==> src/rtl/pafbf_pkg.sv <==
package pafbf_pkg;

   localparam int MEMORY_UNITS  = 32768;
   localparam int SEGMENT_SLOTS = 64;

   localparam logic CMD_ALLOCATE = 1'b0;
   localparam logic CMD_RELEASE  = 1'b1;

   localparam logic [1:0] ST_OK          = 2'd0;
   localparam logic [1:0] ST_BAD_REQUEST = 2'd1;
   localparam logic [1:0] ST_BAD_RELEASE = 2'd2;
   localparam logic [1:0] ST_TABLE_FULL  = 2'd3;

   localparam logic [2:0] CSR_FIT_MODE_ADDR = 3'd0;
   localparam logic       FIT_FIRST = 1'b0;

   typedef struct packed {
      logic [14:0] seg_start;
      logic [15:0] seg_length;
   } entry_type;

   typedef enum logic [2:0] {
      S_IDLE,
      S_SCAN,
      S_APPLY,
      S_REFRESH,
      S_DONE
   } state_type;

endpackage

==> src/rtl/partition_allocator_first_best_fit.sv <==
// Variable-partition allocator over a table of free segments held in one
// synchronous RAM (one read and one write port, registered read data).
// An accepted item keeps busy high through one pass over the table to
// select or find merge neighbours, the write-back state, and a second
// pass to recompute the largest free size (an overlapping release stops
// after the first pass, a full table after write-back). Each pass reads
// one entry a cycle and then drains the read pipeline. Requests rejected
// up front (zero size, too large, past the memory end) skip the passes,
// with the result in the cycle after the item is accepted.
// Each result appears on the rsp_ ports for exactly one cycle with
// rsp_strobe high; the receiver cannot stall it, so it must take it then.
module partition_allocator_first_best_fit #(
   parameter int SEGMENT_SLOTS = pafbf_pkg::SEGMENT_SLOTS
) (
   input  logic        clock,
   input  logic        reset,
   input  logic        start,
   output logic        busy,
   input  logic        req_command,
   input  logic [15:0] req_region_size,
   input  logic [14:0] req_region_start,
   output logic        rsp_strobe,
   output logic [1:0]  rsp_status,
   output logic [14:0] rsp_granted_start,
   output logic [15:0] rsp_largest_free,
   input  logic        csr_psel,
   input  logic        csr_penable,
   input  logic        csr_pwrite,
   input  logic [2:0]  csr_paddr,
   input  logic [31:0] csr_pwdata,
   output logic [31:0] csr_prdata,
   output logic        csr_pready
);
   import pafbf_pkg::*;

   localparam int IW = $clog2(SEGMENT_SLOTS);
   localparam logic [IW:0]   SLOT_CNT = (IW+1)'(SEGMENT_SLOTS);
   localparam logic [16:0]   MEM_END  = 17'(MEMORY_UNITS);
   localparam logic [15:0]   MEM_LEN  = 16'(MEMORY_UNITS);

   entry_type mem [SEGMENT_SLOTS];

   state_type state_ff, state_in;
   logic [SEGMENT_SLOTS-1:0] valid_ff, valid_in;
   logic init0_ff, init0_in;
   logic fit_ff;

   entry_type rd_data_ff;
   logic [IW-1:0] rd_idx_ff;
   logic rd_v_ff, rd_init_ff, rd_pend_ff, rd_pend_in;
   logic [IW:0] cnt_ff, cnt_in;

   logic cmd_ff, cmd_in;
   logic [15:0] size_ff, size_in;
   logic [14:0] start_ff, start_in;
   logic [16:0] end_ff, end_in;

   logic found_ff, found_in;
   logic [IW-1:0] pick_ff, pick_in;
   logic [14:0] pick_start_ff, pick_start_in;
   logic [15:0] pick_len_ff, pick_len_in;
   logic prev_f_ff, prev_f_in, next_f_ff, next_f_in, spare_f_ff, spare_f_in;
   logic [IW-1:0] prev_ff, prev_in, next_ff, next_in, spare_ff, spare_in;
   logic [15:0] prev_len_ff, prev_len_in, next_len_ff, next_len_in;
   logic overlap_ff, overlap_in;
   logic [15:0] largest_ff, largest_in, max_ff, max_in;
   logic [1:0] status_ff, status_in;
   logic [14:0] granted_ff, granted_in;

   logic mem_we;
   logic [IW-1:0] mem_wa;
   entry_type mem_wd;

   logic [14:0] e_start;
   logic [15:0] e_len;
   logic [16:0] e_end;
   logic [16:0] req_end;
   logic [15:0] new_len;
   logic accept, cfg_we;

   assign accept     = start && (state_ff == S_IDLE);
   assign busy       = (state_ff != S_IDLE);
   assign rsp_strobe = (state_ff == S_DONE);
   assign rsp_status = status_ff;
   assign rsp_granted_start = granted_ff;
   assign rsp_largest_free  = largest_ff;
   assign csr_pready = 1'b1;
   assign csr_prdata = {31'd0, fit_ff};
   assign cfg_we = csr_psel && csr_penable && csr_pwrite && (csr_paddr == CSR_FIT_MODE_ADDR);

   assign req_end = {2'b00, req_region_start} + {1'b0, req_region_size};
   assign new_len = pick_len_ff - size_ff;

   // entry as seen by the scan: invalid slots read empty, entry 0 full
   // until first written
   always_comb begin
      if (!rd_v_ff) begin
         e_start = '0;
         e_len   = '0;
      end else if (rd_init_ff) begin
         e_start = '0;
         e_len   = MEM_LEN;
      end else begin
         e_start = rd_data_ff.seg_start;
         e_len   = rd_data_ff.seg_length;
      end
      e_end = {2'b00, e_start} + {1'b0, e_len};
   end

   always_ff @(posedge clock) begin
      if (mem_we) begin
         mem[mem_wa] <= mem_wd;
      end
      rd_data_ff <= mem[cnt_ff[IW-1:0]];
      rd_idx_ff  <= cnt_ff[IW-1:0];
      rd_v_ff    <= valid_ff[cnt_ff[IW-1:0]];
      rd_init_ff <= init0_ff && (cnt_ff[IW-1:0] == '0);
   end

   always_ff @(posedge clock) begin
      if (reset) begin
         state_ff   <= S_IDLE;
         valid_ff   <= SEGMENT_SLOTS'(1);
         init0_ff   <= 1'b1;
         fit_ff     <= FIT_FIRST;
         largest_ff <= MEM_LEN;
         rd_pend_ff <= 1'b0;
         cnt_ff     <= '0;
         status_ff  <= ST_OK;
         granted_ff <= '0;
      end else begin
         state_ff   <= state_in;
         valid_ff   <= valid_in;
         init0_ff   <= init0_in;
         largest_ff <= largest_in;
         rd_pend_ff <= rd_pend_in;
         cnt_ff     <= cnt_in;
         status_ff  <= status_in;
         granted_ff <= granted_in;
         if (cfg_we) begin
            fit_ff <= csr_pwdata[0];
         end
      end
   end

   always_ff @(posedge clock) begin
      cmd_ff        <= cmd_in;
      size_ff       <= size_in;
      start_ff      <= start_in;
      end_ff        <= end_in;
      found_ff      <= found_in;
      pick_ff       <= pick_in;
      pick_start_ff <= pick_start_in;
      pick_len_ff   <= pick_len_in;
      prev_f_ff     <= prev_f_in;
      next_f_ff     <= next_f_in;
      spare_f_ff    <= spare_f_in;
      prev_ff       <= prev_in;
      next_ff       <= next_in;
      spare_ff      <= spare_in;
      prev_len_ff   <= prev_len_in;
      next_len_ff   <= next_len_in;
      overlap_ff    <= overlap_in;
      max_ff        <= max_in;
   end

   always_comb begin
      state_in      = state_ff;
      valid_in      = valid_ff;
      init0_in      = init0_ff;
      largest_in    = largest_ff;
      rd_pend_in    = 1'b0;
      cnt_in        = cnt_ff;
      status_in     = status_ff;
      granted_in    = granted_ff;
      cmd_in        = cmd_ff;
      size_in       = size_ff;
      start_in      = start_ff;
      end_in        = end_ff;
      found_in      = found_ff;
      pick_in       = pick_ff;
      pick_start_in = pick_start_ff;
      pick_len_in   = pick_len_ff;
      prev_f_in     = prev_f_ff;
      next_f_in     = next_f_ff;
      spare_f_in    = spare_f_ff;
      prev_in       = prev_ff;
      next_in       = next_ff;
      spare_in      = spare_ff;
      prev_len_in   = prev_len_ff;
      next_len_in   = next_len_ff;
      overlap_in    = overlap_ff;
      max_in        = max_ff;
      mem_we        = 1'b0;
      mem_wa        = '0;
      mem_wd        = '0;

      case (state_ff)
         S_IDLE: begin
            if (accept) begin
               cmd_in     = req_command;
               size_in    = req_region_size;
               start_in   = req_region_start;
               end_in     = req_end;
               found_in   = 1'b0;
               prev_f_in  = 1'b0;
               next_f_in  = 1'b0;
               spare_f_in = 1'b0;
               overlap_in = 1'b0;
               cnt_in     = '0;
               granted_in = '0;
               status_in  = ST_OK;
               if (req_command == CMD_ALLOCATE) begin
                  if (req_region_size == '0 || req_region_size > largest_ff) begin
                     status_in = ST_BAD_REQUEST;
                     state_in  = S_DONE;
                  end else begin
                     state_in = S_SCAN;
                  end
               end else begin
                  if (req_region_size == '0 || req_end > MEM_END) begin
                     status_in = ST_BAD_RELEASE;
                     state_in  = S_DONE;
                  end else begin
                     state_in = S_SCAN;
                  end
               end
            end
         end

         S_SCAN, S_REFRESH: begin
            if (cnt_ff < SLOT_CNT) begin
               cnt_in     = cnt_ff + 1'b1;
               rd_pend_in = 1'b1;
            end
            if (rd_pend_ff) begin
               if (state_ff == S_REFRESH) begin
                  if (rd_v_ff && e_len > max_ff) begin
                     max_in = e_len;
                  end
               end else if (cmd_ff == CMD_ALLOCATE) begin
                  if (rd_v_ff && e_len >= size_ff) begin
                     if (!found_ff ||
                         (fit_ff == FIT_FIRST && e_start < pick_start_ff) ||
                         (fit_ff != FIT_FIRST && (e_len < pick_len_ff ||
                          (e_len == pick_len_ff && e_start < pick_start_ff)))) begin
                        found_in      = 1'b1;
                        pick_in       = rd_idx_ff;
                        pick_start_in = e_start;
                        pick_len_in   = e_len;
                     end
                  end
               end else begin
                  if (!rd_v_ff) begin
                     if (!spare_f_ff) begin
                        spare_f_in = 1'b1;
                        spare_in   = rd_idx_ff;
                     end
                  end else begin
                     if ({2'b00, start_ff} < e_end && {2'b00, e_start} < end_ff) begin
                        overlap_in = 1'b1;
                     end
                     if (e_end == {2'b00, start_ff}) begin
                        prev_f_in   = 1'b1;
                        prev_in     = rd_idx_ff;
                        prev_len_in = e_len;
                     end
                     if ({2'b00, e_start} == end_ff) begin
                        next_f_in   = 1'b1;
                        next_in     = rd_idx_ff;
                        next_len_in = e_len;
                     end
                  end
               end
            end
            if (cnt_ff == SLOT_CNT && !rd_pend_ff) begin
               cnt_in = '0;
               if (state_ff == S_REFRESH) begin
                  largest_in = max_ff;
                  state_in   = S_DONE;
               end else if (cmd_ff == CMD_RELEASE && overlap_ff) begin
                  status_in = ST_BAD_RELEASE;
                  state_in  = S_DONE;
               end else begin
                  state_in = S_APPLY;
               end
            end
         end

         S_APPLY: begin
            max_in   = '0;
            cnt_in   = '0;
            state_in = S_REFRESH;
            if (cmd_ff == CMD_ALLOCATE) begin
               if (!found_ff) begin
                  status_in = ST_BAD_REQUEST;
               end else begin
                  granted_in = pick_start_ff + new_len[14:0];
                  mem_we = 1'b1;
                  mem_wa = pick_ff;
                  mem_wd.seg_start  = pick_start_ff;
                  mem_wd.seg_length = new_len;
                  if (pick_ff == '0) begin
                     init0_in = 1'b0;
                  end
                  if (new_len == '0) begin
                     valid_in[pick_ff] = 1'b0;
                  end
               end
            end else if (prev_f_ff) begin
               mem_we = 1'b1;
               mem_wa = prev_ff;
               mem_wd.seg_start  = start_ff - prev_len_ff[14:0];
               mem_wd.seg_length = prev_len_ff + size_ff + (next_f_ff ? next_len_ff : 16'd0);
               if (prev_ff == '0) begin
                  init0_in = 1'b0;
               end
               if (next_f_ff) begin
                  valid_in[next_ff] = 1'b0;
               end
            end else if (next_f_ff) begin
               mem_we = 1'b1;
               mem_wa = next_ff;
               mem_wd.seg_start  = start_ff;
               mem_wd.seg_length = next_len_ff + size_ff;
               if (next_ff == '0) begin
                  init0_in = 1'b0;
               end
            end else if (spare_f_ff) begin
               mem_we = 1'b1;
               mem_wa = spare_ff;
               mem_wd.seg_start  = start_ff;
               mem_wd.seg_length = size_ff;
               valid_in[spare_ff] = 1'b1;
               if (spare_ff == '0) begin
                  init0_in = 1'b0;
               end
            end else begin
               status_in = ST_TABLE_FULL;
               state_in  = S_DONE;
            end
         end

         S_DONE: begin
            state_in = S_IDLE;
         end

         default: begin
            state_in = S_IDLE;
         end
      endcase
   end

endmodule

==> config.mk <==
export PLATFORM = sky130hd
export DESIGN_NAME = partition_allocator_first_best_fit
export DESIGN_NICKNAME = d
export VERILOG_FILES = /design/src/rtl/pafbf_pkg.sv /design/src/rtl/partition_allocator_first_best_fit.sv
export SDC_FILE = /design/constraint.sdc
export NUM_CORES = 2
export LEC_CHECK = 0
export BUFFER_PORTS_ARGS = -buffer_cell sky130_fd_sc_hd__buf_4
export CAP_MARGIN = 10
export CORE_MARGIN = 5
export CORE_UTILIZATION = 45
export CTS_CLUSTER_DIAMETER = 200
export DETAILED_ROUTE_END_ITERATION = 10
export GPL_ROUTABILITY_DRIVEN = 0
export PLACE_DENSITY = 0.62
export SLEW_MARGIN = 20
export SYNTH_ARGS = -nofsm -noshare
export SYNTH_HDL_FRONTEND = slang
export SYNTH_SLANG_ARGS = --single-unit
==> constraint.sdc <==
create_clock -name clock -period 19 [get_ports clock]
set_input_delay 2.85 -clock clock [delete_from_list [all_inputs] [get_ports clock]]
set_output_delay 2.85 -clock clock [all_outputs]
set_load 0.02 [all_outputs]
==> flow_metrics.py <==
metrics = {
    "cells_and_area": {
        "syn2layout_area_growth_pct": 13.1,
        "fin_area_sq_um": 110000,
        "num-nets-final": 5681,
        "layout-drive-gt1-share_pct": 26.2,
        "multi_input_area_sq_um": 28700,
        "stdcell_count": 8429,
        "regArea_sq_um": 67300,
        "fillers": 17100,
    },
    "die": {
        "ios": 141,
        "die_area_sq_um": 225000,
        "die_height_um": 474,
        "row_count": 170,
        "start_util_pct": 45.2,
        "die_w_um": 474,
        "core_sq_um": 214000,
    },
    "synth": {
        "ys_top_cells_by_count": "edfxtp_1, mux4_2, nor2_1",
        "synth_top_area_share_pct": 66.4,
        "synthCells": 5156,
        "synth_edf_count": 2141,
        "avgSynthCellArea_sq_um": 18.8,
        "ys.flop_type": "edfxtp_1",
        "ys_seq_area_share_pct": 69.5,
        "yosysTopAreaCell": "edfxtp_1",
        "synth_most_common_cell": "edfxtp_1",
        "yosysWarnings": 0,
        "synth_seq_cells": 2290,
        "synth_area_leaders": "edfxtp_1, mux4_2, dfxtp_1",
        "synth_area_sq_um": 96900,
        "synthArstFlopShare_pct": 0,
        "ys_types": 81,
    },
    "status": {
        "outcome": "finished, final reports clean",
    },
    "timing": {
        "fin_hold_ws_ns": 0.465,
        "final-max-slew-violation-count": 0,
        "clock_skew_ns": 0.0912,
        "tightestPinTransition_ns": 1.17,
        "max_freq_mhz": 173,
        "slew_headroom_pct": 21.3,
        "min_period_over_period_pct": 30.4,
        "hold_viol_final": 0,
        "fin_crit_ns": 5.78,
        "setup_tns_ns": 0,
        "rsz0062_at_grt": "false",
        "timing.final.setup_violations": 0,
    },
    "detailed_routing": {
        "wl_per_cell_um": 31.2,
        "drc": 0,
        "ant_nets": 0,
        "drt_iter0_drc": 5827,
        "drt_wl_total_mm": 263,
        "firstDrtPassIters": 5,
        "viasPerCell": 6.14,
        "num_vias": 51700,
    },
    "clock_network": {
        "cts_tree": "done",
        "cts.hold.buffers_added": 0,
        "ctsLongestPathBuffers": 3,
        "ctsResizeCount": 0,
        "cts_made_buffers": 229,
        "post_cts_buffers": 0,
        "cts-root-buf": "clkbuf_16",
        "clk_latency_ns": 0.91,
        "ctsHtreeMaxLevel": 4,
        "clkSinkCount": 2290,
        "clk_transition_reported_paths_ns": 0.06,
    },
    "placement": {
        "place_area_sq_um": 102000,
        "hpwl_mm": 152,
        "port_buffers": 77,
        "place_inst": 7990,
    },
    "power": {
        "p_per_area_nw_per_um2": 124,
        "p_leak_uw": 0.0354,
        "ir_drop_v": 0.0000943,
        "power_uw": 13600,
    },
    "grt": {
        "grtUsageTotal_pct": 23.3,
        "grt_busiest_layer": "met2",
        "antenna_found_initial": 15,
        "grt_overflow": 0,
        "grt_max_degree": 124,
        "grt_pass1_vias": 50800,
        "gr-usage-met1_pct": 33.1,
        "grt_pass1_wl_mm": 375,
        "use_met3_pct": 4.38,
        "met2_usage_pct": 36.6,
    },
    "worst_hold_path": {
        "hold_path.class": "reg2reg",
    },
    "critical_path": {
        "critPathArrivalTime_ns": 6.30,
        "r2r_slack_ns": 13.22,
        "endpoint_kind": "register",
        "crit_fanout": 22,
        "required_ns": 19.51,
        "path_class": "reg2reg",
        "cp-start-kind": "register",
    },
    "run": {
        "cap_viol_max_count": 0,
    },
}
-- metrics by stage --
stage	utilization [%]	worst slack, ns
2_1_floorplan	-	11.63
3_3_place_gp	47.6	12.73
3_5_place_dp	47.6	12.75
4_1_cts	51.1	13.19
5_1_grt	51.1	12.90
6_report	51.1	13.22
-- power by group --
| part | internal (uW) | switching, uW | leakage, uW |
|---|---|---|---|
| Clock | 2540 | 1960 | 0.00362 |
| Sequential | 5910 | 118 | 0.0209 |
| Combinational | 1200 | 1880 | 0.0108 |
-- worst paths after layout --
path,to,cells after the start,from
max,prev_len_ff[7],19,rd_v_ff
min,rsp_granted_start[4],2,rsp_granted_start[4]
max reg2reg,prev_len_ff[7],19,rd_v_ff
min reg2reg,rsp_granted_start[4],2,rsp_granted_start[4]
-- state kept, by name, indices dropped and copies added (netlist names), 7 cells and up --
signal,cells
max_ff,16
rsp_granted_start,15
cnt_ff,7
start_ff,15
size_ff,16
prev_len_ff,16
rd_data_ff,31
end_ff,17
next_len_ff,16
rsp_largest_free,16
mem,1984
valid_ff,64
pick_len_ff,16
pick_start_ff,15
-- logic make-up after synthesis --
| group | share of synthesized area (%) |
|---|---|
| flip-flops | 69.5 |
| AND/OR/NAND/NOR | 4.36 |
| multiplexers | 16.0 |
| AO/OA/AOI/OAI | 4.34 |
| buffers and inverters | 1.88 |
| adder cells (fa/ha/maj) | 3.13 |
| XOR/XNOR | 0.859 |
| other | 0.00775 |
-- per-layer routing --
| layer | vias to the layer above | wire, um | part of all wire [%] |
|---|---|---|---|
| met1 | 27500 | 108000 | 41 |
| li1 | 21600 | - | - |
| met5 | - | 10 | 0.0038 |
| met3 | 406 | 21700 | 8.2 |
| met2 | 2325 | 124000 | 47 |
| met4 | 2 | 9180 | 3.5 |
-- critical path, cell delays in order (launching register included) --
cell,delay (ns)
dfxtp_1,0.58
nor2b_2,0.49
nand2_1,0.38
inv_1,0.45
ha_1,0.31
fa_1,0.23
maj3_1,0.19
or3b_2,0.47
o211ai_1,0.14
and3_1,0.22
nor2_1,0.06
o21bai_1,0.21
a21o_1,0.16
a21oi_1,0.07
xor2_1,0.14
ha_1,0.30
nand3_1,0.08
nor4_1,0.35
and3_1,0.21
buf_4,0.36
-- placed cells by master (no fill, tap or decap), types with 13 or more instances in the layout --
master,count
a21o_1,64
o211ai_1,13
nor4_1,19
nor2_4,80
nor3_2,34
clkinv_2,45
conb_1,32
a21oi_1,144
mux2i_1,32
clkinvlp_4,15
clkbuf_1,47
a31oi_1,14
clkbuf_16,232
nand2b_1,30
and2_1,44
bufinv_16,21
nor2_1,176
a22oi_1,71
fa_1,22
o221ai_1,19
nor2b_1,89
a221oi_1,19
nand4_1,27
dfxtp_1,143
a221oi_2,37
clkinv_1,44
buf_4,238
xor2_1,35
edfxtp_1,2141
o21ai_0,72
o21a_1,16
ha_1,202
xnor2_1,60
nor3_1,65
inv_1,154
nand2_1,138
or3_1,16
mux4_2,672
nand3_1,42
-- layout make-up --
type | count | share of cell area, %
clock inverters | 146 | 1.40
multi-input cells | 2464 | 26.2
flip-flops and latches | 2290 | 61.4
clock buffers | 280 | 5.46
diodes | 12 | 0.0274
well taps | 2838 | 3.24
inverters | 155 | 0.531
repair buffers | 244 | 1.74
No activity file was read; power rests on OpenSTA's default activity.
